===== config.mk =====
export PLATFORM = sky130hd
export DESIGN_NAME = modular_linear_recurrence_term
export DESIGN_NICKNAME = d
export VERILOG_FILES = /design/src/rtl/mlrt_pkg.sv /design/src/rtl/modular_linear_recurrence_term.sv
export SDC_FILE = /design/constraint.sdc
export NUM_CORES = 2
export LEC_CHECK = 0
export BUFFER_PORTS_ARGS = -buffer_cell sky130_fd_sc_hd__buf_2
export CAP_MARGIN = 25
export CORE_MARGIN = 2
export CORE_UTILIZATION = 40
export DETAILED_ROUTE_END_ITERATION = 8
export PLACE_DENSITY_LB_ADDON = 0.15
export SYNTH_ARGS = -nofsm -noshare
export SYNTH_HDL_FRONTEND = slang
export SYNTH_SLANG_ARGS = --single-unit

===== constraint.sdc =====
create_clock -name clk_i -period 15 [get_ports clk_i]
set_input_delay 1.5 -clock clk_i [delete_from_list [all_inputs] [get_ports clk_i]]
set_output_delay 1.5 -clock clk_i [all_outputs]
set_load 0.005 [all_outputs]

===== src/rtl/mlrt_pkg.sv =====
// Shared types and constants for the modular linear recurrence term block.
// Holds the sequencer state and multiplier mode enums and the fixed field widths.
// No dependencies.
package mlrt_pkg;

  localparam int COEF_WIDTH  = 32;
  localparam int OUT_WIDTH   = 32;
  localparam int MAT_ENTRIES = 9;

  typedef enum logic [3:0] {
    ST_IDLE,
    ST_CHECK,
    ST_RED,
    ST_INIT,
    ST_EXP,
    ST_PX,
    ST_PY,
    ST_MUL,
    ST_PACC,
    ST_PCOPY,
    ST_F0,
    ST_F1,
    ST_DONE
  } mlrt_state_e;

  typedef enum logic [1:0] {
    MODE_RED,
    MODE_PROD,
    MODE_FIN
  } mlrt_mode_e;

endpackage


===== src/rtl/modular_linear_recurrence_term.sv =====
// W = max(32, MOD_WIDTH) is the number of bits the bit-serial multiplier walks per modular
// product. An item first reduces a, b, c modulo m, then takes one squaring per bit of n-2
// and one extra product per set bit, i.e. up to about 2*L products for L index bits.
// Throughput: one item at a time; the next item is taken once the sequencer is back in idle.
// Reset (rst_ni low, asynchronous) returns the sequencer to idle and drops any pending result.
//
// Structure: a single shift-and-add modular multiplier takes the multiplier bits MSB first
// (double, then conditional add), each step one add and compare against m. A small
// sequencer walks the square-and-multiply exponent loop from the LSB and, inside each 3x3
// product, the i/j/k indices, accumulating each dot product with a modular adder.
module modular_linear_recurrence_term #(
  parameter int MOD_WIDTH   = 32,
  parameter int INDEX_WIDTH = 60
) (
  input  logic                             clk_i,
  input  logic                             rst_ni,
  input  logic                             in_valid_i,
  output logic                             in_stall_o,
  input  logic [mlrt_pkg::COEF_WIDTH-1:0]  coef_prev_i,
  input  logic [mlrt_pkg::COEF_WIDTH-1:0]  coef_prev2_i,
  input  logic [mlrt_pkg::COEF_WIDTH-1:0]  addend_i,
  input  logic [INDEX_WIDTH-1:0]           term_index_i,
  input  logic [MOD_WIDTH-1:0]             modulus_i,
  output logic                             out_valid_o,
  input  logic                             out_stall_i,
  output logic [mlrt_pkg::OUT_WIDTH-1:0]   term_value_o
);
  import mlrt_pkg::*;

  // Multiplier operand width: wide enough for a raw 32-bit coefficient or any residue.
  localparam int YW = (MOD_WIDTH > COEF_WIDTH) ? MOD_WIDTH : COEF_WIDTH;
  localparam int CW = $clog2(YW);
  localparam int MW = MOD_WIDTH;

  // (x + y) mod m for x, y < m.
  function automatic logic [MW-1:0] add_mod(input logic [MW-1:0] x,
                                            input logic [MW-1:0] y,
                                            input logic [MW-1:0] m);
    logic [MW:0] s;
    s = {1'b0, x} + {1'b0, y};
    if (s >= {1'b0, m}) begin
      s = s - {1'b0, m};
    end
    return s[MW-1:0];
  endfunction

  // Row-major flat index of a 3x3 entry.
  function automatic logic [3:0] mat_idx(input logic [1:0] r, input logic [1:0] c);
    return {1'b0, r, 1'b0} + {2'b00, r} + {2'b00, c};
  endfunction

  // Control state
  mlrt_state_e state_q, state_d;
  mlrt_mode_e  mode_q, mode_d;
  logic        out_valid_q, out_valid_d;
  logic [1:0]  i_q, i_d, j_q, j_d, k_q, k_d;
  logic [1:0]  red_idx_q, red_idx_d;
  logic        prod_sq_q, prod_sq_d;
  logic        mph_q, mph_d;
  logic [CW-1:0] cnt_q, cnt_d;

  // Item operands and datapath
  logic [COEF_WIDTH-1:0]  a_q, a_d, b_q, b_d, c_q, c_d;
  logic [INDEX_WIDTH-1:0] e_q, e_d;
  logic [MW-1:0]          m_q, m_d;
  logic [MW-1:0]          acc_q  [MAT_ENTRIES];
  logic [MW-1:0]          acc_d  [MAT_ENTRIES];
  logic [MW-1:0]          base_q [MAT_ENTRIES];
  logic [MW-1:0]          base_d [MAT_ENTRIES];
  logic [MW-1:0]          tmp_q  [MAT_ENTRIES];
  logic [MW-1:0]          tmp_d  [MAT_ENTRIES];
  logic [MW-1:0]          sum_q, sum_d;
  logic [MW-1:0]          mx_q, mx_d, mr_q, mr_d;
  logic [YW-1:0]          my_q, my_d;
  logic [MW-1:0]          res_q, res_d;
  logic [OUT_WIDTH-1:0]   term_q, term_d;

  logic [MW-1:0] one;
  logic [MW-1:0] mul_opb;
  logic [MW-1:0] sum_a, sum_b, sum_res;
  logic [YW-1:0] coef_sel;

  assign one = (m_q == MW'(1)) ? '0 : MW'(1);

  // Doubling step adds r to itself; add step adds x when the current multiplier bit is set.
  assign mul_opb = mph_q ? (my_q[YW-1] ? mx_q : '0) : mr_q;
  assign mr_d    = (state_q == ST_MUL) ? add_mod(mr_q, mul_opb, m_q) :
                   ((state_q == ST_RED || state_q == ST_PY || state_q == ST_F0) ? '0 : mr_q);

  // Dot product accumulator; the final stage first folds acc[0][0] + acc[0][1].
  assign sum_a   = (state_q == ST_F0) ? acc_q[0] : sum_q;
  assign sum_b   = (state_q == ST_F0) ? acc_q[1] : mr_q;
  assign sum_res = add_mod(sum_a, sum_b, m_q);

  always_comb begin
    case (red_idx_q)
      2'd0:    coef_sel = YW'(a_q);
      2'd1:    coef_sel = YW'(b_q);
      default: coef_sel = YW'(c_q);
    endcase
  end

  always_comb begin
    state_d     = state_q;
    mode_d      = mode_q;
    out_valid_d = out_valid_q;
    i_d         = i_q;
    j_d         = j_q;
    k_d         = k_q;
    red_idx_d   = red_idx_q;
    prod_sq_d   = prod_sq_q;
    mph_d       = mph_q;
    cnt_d       = cnt_q;
    a_d         = a_q;
    b_d         = b_q;
    c_d         = c_q;
    e_d         = e_q;
    m_d         = m_q;
    acc_d       = acc_q;
    base_d      = base_q;
    tmp_d       = tmp_q;
    sum_d       = sum_q;
    mx_d        = mx_q;
    my_d        = my_q;
    res_d       = res_q;
    term_d      = term_q;
    in_stall_o  = (state_q != ST_IDLE);

    // Drop the output item once the sink takes it.
    if (out_valid_q && !out_stall_i) begin
      out_valid_d = 1'b0;
    end

    case (state_q)
      ST_IDLE: begin
        if (in_valid_i) begin
          a_d     = coef_prev_i;
          b_d     = coef_prev2_i;
          c_d     = addend_i;
          e_d     = term_index_i;
          m_d     = modulus_i;
          state_d = ST_CHECK;
        end
      end

      ST_CHECK: begin
        // Zero modulus and short indices finish at once.
        if (m_q == '0) begin
          res_d   = '0;
          state_d = ST_DONE;
        end else if (e_q <= INDEX_WIDTH'(2)) begin
          res_d   = one;
          state_d = ST_DONE;
        end else begin
          e_d       = e_q - INDEX_WIDTH'(2);
          red_idx_d = 2'd0;
          state_d   = ST_RED;
        end
      end

      ST_RED: begin
        // Coefficient mod m as one * coef mod m.
        mx_d    = one;
        my_d    = coef_sel;
        mph_d   = 1'b0;
        cnt_d   = '0;
        mode_d  = MODE_RED;
        state_d = ST_MUL;
      end

      ST_INIT: begin
        for (int n = 0; n < MAT_ENTRIES; n++) begin
          acc_d[n]  = '0;
          base_d[n] = '0;
        end
        acc_d[0]  = one;
        acc_d[4]  = one;
        acc_d[8]  = one;
        base_d[0] = MW'(a_q);
        base_d[1] = MW'(b_q);
        base_d[2] = one;
        base_d[3] = one;
        base_d[8] = one;
        sum_d     = '0;
        i_d       = '0;
        j_d       = '0;
        k_d       = '0;
        state_d   = ST_EXP;
      end

      ST_EXP: begin
        if (e_q == '0) begin
          state_d = ST_F0;
        end else begin
          prod_sq_d = ~e_q[0];
          state_d   = ST_PX;
        end
      end

      ST_PX: begin
        mx_d    = prod_sq_q ? base_q[mat_idx(i_q, k_q)] : acc_q[mat_idx(i_q, k_q)];
        state_d = ST_PY;
      end

      ST_PY: begin
        my_d    = YW'(base_q[mat_idx(k_q, j_q)]);
        mph_d   = 1'b0;
        cnt_d   = '0;
        mode_d  = MODE_PROD;
        state_d = ST_MUL;
      end

      ST_MUL: begin
        mph_d = ~mph_q;
        if (mph_q) begin
          my_d  = my_q << 1;
          cnt_d = cnt_q + CW'(1);
          if (cnt_q == CW'(YW - 1)) begin
            case (mode_q)
              MODE_RED: begin
                case (red_idx_q)
                  2'd0:    a_d = COEF_WIDTH'(mr_d);
                  2'd1:    b_d = COEF_WIDTH'(mr_d);
                  default: c_d = COEF_WIDTH'(mr_d);
                endcase
                if (red_idx_q == 2'd2) begin
                  state_d = ST_INIT;
                end else begin
                  red_idx_d = red_idx_q + 2'd1;
                  state_d   = ST_RED;
                end
              end
              MODE_PROD: state_d = ST_PACC;
              default:   state_d = ST_F1;
            endcase
          end
        end
      end

      ST_PACC: begin
        if (k_q == 2'd2) begin
          tmp_d[mat_idx(i_q, j_q)] = sum_res;
          sum_d = '0;
          k_d   = '0;
          if (j_q == 2'd2) begin
            j_d = '0;
            if (i_q == 2'd2) begin
              i_d     = '0;
              state_d = ST_PCOPY;
            end else begin
              i_d     = i_q + 2'd1;
              state_d = ST_PX;
            end
          end else begin
            j_d     = j_q + 2'd1;
            state_d = ST_PX;
          end
        end else begin
          sum_d   = sum_res;
          k_d     = k_q + 2'd1;
          state_d = ST_PX;
        end
      end

      ST_PCOPY: begin
        // After a squaring, advance the exponent; after acc*base, square next.
        if (prod_sq_q) begin
          base_d  = tmp_q;
          e_d     = e_q >> 1;
          state_d = ST_EXP;
        end else begin
          acc_d     = tmp_q;
          prod_sq_d = 1'b1;
          state_d   = ST_PX;
        end
      end

      ST_F0: begin
        sum_d   = sum_res;
        mx_d    = MW'(c_q);
        my_d    = YW'(acc_q[2]);
        mph_d   = 1'b0;
        cnt_d   = '0;
        mode_d  = MODE_FIN;
        state_d = ST_MUL;
      end

      ST_F1: begin
        res_d   = sum_res;
        state_d = ST_DONE;
      end

      ST_DONE: begin
        // Hold until the output register is free or being taken.
        if (!out_valid_q || !out_stall_i) begin
          term_d      = OUT_WIDTH'(res_q);
          out_valid_d = 1'b1;
          state_d     = ST_IDLE;
        end
      end

      default: state_d = ST_IDLE;
    endcase
  end

  always_ff @(posedge clk_i or negedge rst_ni) begin
    if (!rst_ni) begin
      state_q     <= ST_IDLE;
      mode_q      <= MODE_RED;
      out_valid_q <= 1'b0;
      i_q         <= '0;
      j_q         <= '0;
      k_q         <= '0;
      red_idx_q   <= '0;
      prod_sq_q   <= 1'b0;
      mph_q       <= 1'b0;
      cnt_q       <= '0;
    end else begin
      state_q     <= state_d;
      mode_q      <= mode_d;
      out_valid_q <= out_valid_d;
      i_q         <= i_d;
      j_q         <= j_d;
      k_q         <= k_d;
      red_idx_q   <= red_idx_d;
      prod_sq_q   <= prod_sq_d;
      mph_q       <= mph_d;
      cnt_q       <= cnt_d;
    end
  end

  always_ff @(posedge clk_i) begin
    a_q    <= a_d;
    b_q    <= b_d;
    c_q    <= c_d;
    e_q    <= e_d;
    m_q    <= m_d;
    acc_q  <= acc_d;
    base_q <= base_d;
    tmp_q  <= tmp_d;
    sum_q  <= sum_d;
    mx_q   <= mx_d;
    my_q   <= my_d;
    mr_q   <= mr_d;
    res_q  <= res_d;
    term_q <= term_d;
  end

  assign out_valid_o  = out_valid_q;
  assign term_value_o = term_q;

endmodule


; ---- Yosys cells after proc, flatten, opt, wreduce, memory -nomap -nowiden
; Index checks and enable logic that the tools add are counted.
[classes]
n_addsub = 15
mux = 97
eq_ne = 37
n_lt_le_gt_ge = 7
reduce_logical = 44
bitwise = 5
[ops]
columns = cell, n
row1 = case mux 288 bit (2 select lines), 2
row2 = 2-to-1 mux 32 bit, 35
row3 = 2-to-1 mux 288 bit, 2
row4 = binary-select mux 32 bit (select 4 bit), 3
row5 = case mux 32 bit (2 select lines), 5
row6 = bitwise mux 288 bit, 1
row7 = 2-to-1 mux 60 bit, 4
row8 = case mux 32 bit (3 select lines), 2
row9 = case mux 60 bit (3 select lines), 1
row10 = demux 32 bit (select 4 bit), 1
row11 = case mux 32 bit (4 select lines), 1
row12 = adder 32 x 32 -> 33 bit, 2
row13 = greater-or-equal comparator 33 x 32 -> 1 bit, 2
row14 = subtractor 32 bit, 2
row15 = <= comparator 60 x 2 -> 1 bit (second input constant), 1
row16 = logical NOT 60 bit, 1
row17 = subtractor 60 x 2 -> 60 bit (second input constant), 1
row18 = case mux 4 bit (11 select lines), 1
row19 = 2-to-1 mux 4 bit, 10
row20 = equality test 32 x 1 -> 1 bit (second input constant), 1
row21 = logical NOT 32 bit, 1
row22 = 2-to-1 mux 2 bit, 12
row23 = inequality test 2 bit (second input constant), 12
row24 = equality test 4 bit (second input constant), 5
row25 = other kinds (39), 97
[word_totals]
output_inout_bits = 34
in_bits = 192
wordCells = 253
regBits = 1266

; ---- Depth between registers and ports, before layout
[depth]
ltp_word = 11
mapped_depth = 30
ltp_nobuf = 26

; ---- Worst setup path after synthesis
; No wires, ideal clock.
[synth_path]
path_type = register -> register
start = reg prod_sq_q
end = reg base_q[0] in the netlist's numbering (enable)
path_slack_ps = -1481
n_path_buf = 3
stages_incl_launch_ff = 6
setup_ps = 1034
t_required_ps = 13966
arrival_ps = 15447
period_less_slack_ps = 16481
cell_sequence = dfrtp_1 clkbuf_1 buf_1 buf_1 nand3b_1 a21oi_1
[synth_between]
elab_chain_len = 2
[synth_rtl]
columns = item, line
row1 = "start, declared", modular_linear_recurrence_term.sv:58  ; logic prod_sq_q, prod_sq_d;
row2 = "start signal, assigned", modular_linear_recurrence_term.sv:326  ; prod_sq_q <= prod_sq_d;
row3 = inequality test 2 bit (no line), --
row4 = AND reduction 2 bit (no line), --
row5 = "end signal, assigned", modular_linear_recurrence_term.sv:339  ; base_q <= base_d;
row6 = "end, declared", modular_linear_recurrence_term.sv:68  ; logic [MW-1:0] base_q [MAT_ENTRIES];
; No other way between the ends.
; A chain may end at the register's enable or synchronous reset.

; ---- Worst setup path in the final report
[layout_path]
start = reg state_q[3]
end = reg tmp_q[144] in the netlist's numbering (data pin)
[layout_between]
elab_chain_len = 6
word_cells_on_any_way = 8
cone_classes = add/sub (2) / order compare (1) / eq/ne (1) / mux (4)
[layout_rtl]
columns = item, line
row1 = "start, declared", modular_linear_recurrence_term.sv:53  ; mlrt_state_e state_q, state_d;
row2 = "start signal, assigned", modular_linear_recurrence_term.sv:319  ; state_q <= state_d;
row3 = equality test 4 bit (*), "modular_linear_recurrence_term.sv:91, modular_linear_recurrence_term.sv:92"
row4 = 2-to-1 mux 32 bit (on tied branches), "modular_linear_recurrence_term.sv:91, modular_linear_recurrence_term.sv:92"
row5 = adder 32 x 32 -> 33 bit (*), modular_linear_recurrence_term.sv:40  ; s = {1'b0, x} + {1'b0, y};
row6 = subtractor 32 bit / greater-or-equal comparator 33 x 32 -> 1 bit (equally long branches), "modular_linear_recurrence_term.sv:42, modular_linear_recurrence_term.sv:41"
row7 = 2-to-1 mux 32 bit (*), modular_linear_recurrence_term.sv:41  ; if (s >= {1'b0, m}) begin
row8 = net sum_res[16], modular_linear_recurrence_term.sv:80  ; logic [MW-1:0] sum_a, sum_b, sum_res;
row9 = bitwise mux 288 bit (*), modular_linear_recurrence_term.sv:242  ; tmp_d[mat_idx(i_q, j_q)] = sum_res;
row10 = "end signal, assigned", modular_linear_recurrence_term.sv:340  ; tmp_q <= tmp_d;
row11 = "end, declared", modular_linear_recurrence_term.sv:70  ; logic [MW-1:0] tmp_q [MAT_ENTRIES];
; The timed path passes the listed nets; every way through them passes the cells marked *.

==> flow_metrics.tcl <==
set metrics [dict create \
    totalWireLength_um 216100 \
    numPortBuffers 225 \
    hold_class "reg2reg" \
    max_freq_mhz 101.9 \
    cp_num_buf_inv 6 \
    cp_slowest_cell "dfrtp_4" \
    synthMuxAreaShare_pct 10.29 \
    start_util_pct 40.37 \
    avgRoutedWirePerCell_um 30.98 \
    p_int_mw 5.826 \
    dp.cells 6709 \
    die_w_um 396.2 \
    path_class "reg2reg" \
    nFillCells 13710 \
    synth_compound_area_share_pct 10.67 \
    drc 0 \
    r2r_setup_slack_ps 5180 \
    cts-htree-levels 4 \
    multi_input_area_um2 22660 \
    status "finished clean" \
    clk-insertion-delay-late_ps 810 \
    peakVddDrop_mv 0.1091 \
    clk_pin_slew_ps 60 \
    arrival_ps 10280 \
    drive_gt1_share_pct 17.95 \
    dr_wl_met3_um 16120 \
    dr.first_iter.drc_count 4803 \
    seqCellArea_um2 37590 \
    viasPerCell 5.996 \
    powerDensity_nw_per_um2 105.1 \
    netlist_instances 4642 \
    grt_overflow 0 \
    cp_max_fo 78 \
    async_reset_ff_share_pct 1.738 \
    synth_top_family_by_area "compound AO/OA/AOI/OAI gates" \
    routabilityCongestion 0.9907 \
    p_clk_share_pct 47.4 \
    fin_area_um2 69890 \
    coreArea_um2 152400 \
    antenna_left 0 \
    r2r_start "state_q[3]$_DFFE_PN0P_" \
    timing.final.crit_share_pct 65.45 \
    synth_warnings 0 \
    synth_common_cells "edfxtp_1 (1,212), nand2_1 (435), and3_1 (307)" \
    worstPathCellList "clkinv_1 > nor3_2 > buf_4 > buf_4 > buf_4 > nand2_1 > o21ai_0 > ha_1 > nand4_1 > nor4_1 > o211ai_1 > and3_1 > o31ai_1 > a31oi_1 > o21ai_0 > xor2_1 > ha_1 > a21o_1 > a2111oi_0 > nand2_1 > a211oi_4 > buf_4 > mux2i_1 > inv_1" \
    syn_area_per_cell_um2 13.26 \
    synth.most_common_cell "edfxtp_1" \
    cts_tree "built" \
    drv_cap 0 \
    setup_violations 0 \
    synth.area.top_cells "edfxtp_1 (59%), mux4_2 (7.0%), and3_1 (3.1%)" \
    grt_pass1_vias 41540 \
    synth_fa_ha_area_share_pct 3.209 \
    tightest_slew_ps 1106 \
    period_needed_ps 9818 \
    dp_hpwl_um 146100 \
    crit_required_ps 15470 \
    vias 41810 \
    slowest_delay_ps 980 \
    placed_cell_area_um2 65210 \
    timing.final.ws_setup_ps 5182 \
    fin_cells 6974 \
    rows 143 \
    antenna_found_initial 10 \
    dieArea_um2 157000 \
    maxSlewViolCount 0 \
    grt_pass1_wl_um 303500 \
    numClockSinks 1266 \
    synth.distinct_cells 73 \
    netlist_area_um2 61530 \
    cp-end-kind "register" \
    critPathLaunchType "register" \
    p_switching_mw 1.520 \
    synth_edf_count 1212 \
    synth_seq_cells 1266 \
    comb_power_share_pct 0.6 \
    met2_length_um 98720 \
    cp-startpoint "state_q[3]$_DFFE_PN0P_" \
    hold_buffers 0 \
    ios 226 \
    top_layer_used "met5" \
    grt_max_degree 214 \
    leakagePower_nw 24.10 \
    cp_top_family "buffers and inverters" \
    synth_area_leader_cell "edfxtp_1" \
    slew_headroom_pct 26.27 \
    rsz0062_at_grt "no" \
    finalSetupTns_ps 0 \
    clk_path_buf_depth 3 \
    layout.nets 5171 \
    syn_nets 4987 \
    min_from "mr_q[31]$_DFF_P_" \
    synth_top_area_share_pct 59.15 \
    clock_skew_ps 39.52 \
    synth_xor_area_share_pct 2.292 \
    crit_path_frequent_cell "buf_4" \
    track_usage_pct 27.24 \
    hold_viol_final 0 \
    p_seq_share_pct 51.9 \
    clock-root-buffer "clkbuf_16" \
    area_delta_synth_final_pct 13.58 \
    die_h_um 396.2 \
    ctsResizeCount 0 \
    yosysSeqAreaShare_pct 61.08 \
    finalPower_mw 7.347 \
    synth_ff_type "edfxtp_1" \
    dp_slack_ps 5469 \
    post_cts_buffers 0 \
    drt-pass1-iter-count 6 \
    synth-simple-area-share_pct 9.837 \
    drt-met1-wl_um 87670 \
    p_sw_share_pct 20.69 \
    numCtsBuffers 142 \
]
==> sequential cells by signal (all words and copies together), names as in the netlist, 4 cells and up <==
register,count
cnt_q,5
e_q,60
m_q,32
a_q,32
state_q,4
c_q,32
res_q,32
base_q,288
term_value_o,32
b_q,32
acc_q,288
my_q,32
mr_q,32
sum_q,32
tmp_q,288
mx_q,32
==> placed cells by master, fill, tap and decap left out, types with 14 or more instances in the layout <==
cell type and instances:
ha_1 140, edfxtp_1 1212, o31ai_1 15, clkbuf_16 142
a221oi_1 67, and3_1 306, mux2i_1 87, buf_4 82
buf_2 225, a22o_1 35, o21ai_0 246, dfxtp_1 32
inv_1 151, nor3_1 40, mux4_2 192, clkbuf_1 20
a22oi_1 66, o21a_1 31, nand2b_1 18, nand2_1 433
dfrtp_1 20, xor2_1 63, nor2b_1 24, a21oi_1 228
clkinv_1 31, o211ai_1 28, nand3_1 60, nand4_1 16
nor2_1 219, mux2_2 101, a31oi_1 26, a211oi_1 15
and2_1 14, xnor2_1 96, clkinv_2 29, a21o_1 180
nor4_1 25, or3_1 21
==> tightest hold or removal path, delay by kind of cell (launching register included) <==
family           cells  cell delay (ps)
flip-flops           1              330
AND/OR/NAND/NOR      2              100
==> final cells by class <==
type,instances,area share (%)
Sequential cell,1266,53.79
Multi-Input combinational cell,2949,32.43
Clock buffer,166,5.270
Tap cell,2030,3.634
Timing Repair Buffer,315,2.687
Clock inverter,94,1.368
Inverter,152,0.8163
Antenna cell,2,0.007161
==> worst paths after layout <==
check,end,depth (start not counted)
hold / removal,mr_q[31]$_DFF_P_,2
setup / recovery,tmp_q[144]$_DFFE_PP_,24
hold reg to reg,mr_q[31]$_DFF_P_,2
max in group asynchronous,prod_sq_q$_DFFE_PN0P_,1
setup reg to reg,tmp_q[144]$_DFFE_PP_,24
min in group asynchronous,i_q[1]$_DFFE_PN0P_,1
==> power by group through the flow <==
stage          sequential (mW)  combinational [mW]  clock (mW)
3_5_place_dp              3.89              0.0449           0
3_3_place_gp              3.89              0.0442           0
2_1_floorplan             3.89             0.00624           0
6_report                  3.82              0.0452        3.49
4_1_cts                   3.82              0.0451        3.54
5_1_grt                   3.81              0.0481        3.67
==> kinds of logic (layout without fill, tap and decap cells) <==
logic type / count (synthesis) / in the layout
other cells: 0 / 2
buf+inv: 427 / 727
compound gates: 1012 / 1012
fa+ha+maj: 153 / 153
xor+xnor: 161 / 161
mux: 380 / 380
flops: 1266 / 1266
simple gates: 1243 / 1243
==> per-layer routing <==
layer | global-route usage [%] | up-vias
li1 | - | 18250
met1 | 36.17 | 21220
met2 | 42.78 | 1926
met3 | 4.180 | 424
met4 | 15.37 | 2
met5 | 0 | -
==> stage by stage <==
step                      hold slack (ps)  utilization (%)
after floorplan                     400.3                -
after global placement              444.4            42.75
final                               472.2            45.85
after global routing                485.2            45.84
after CTS                           468.1            45.82
after detailed placement            459.2            42.78
Note: power is estimated with default switching activity, not from simulation.
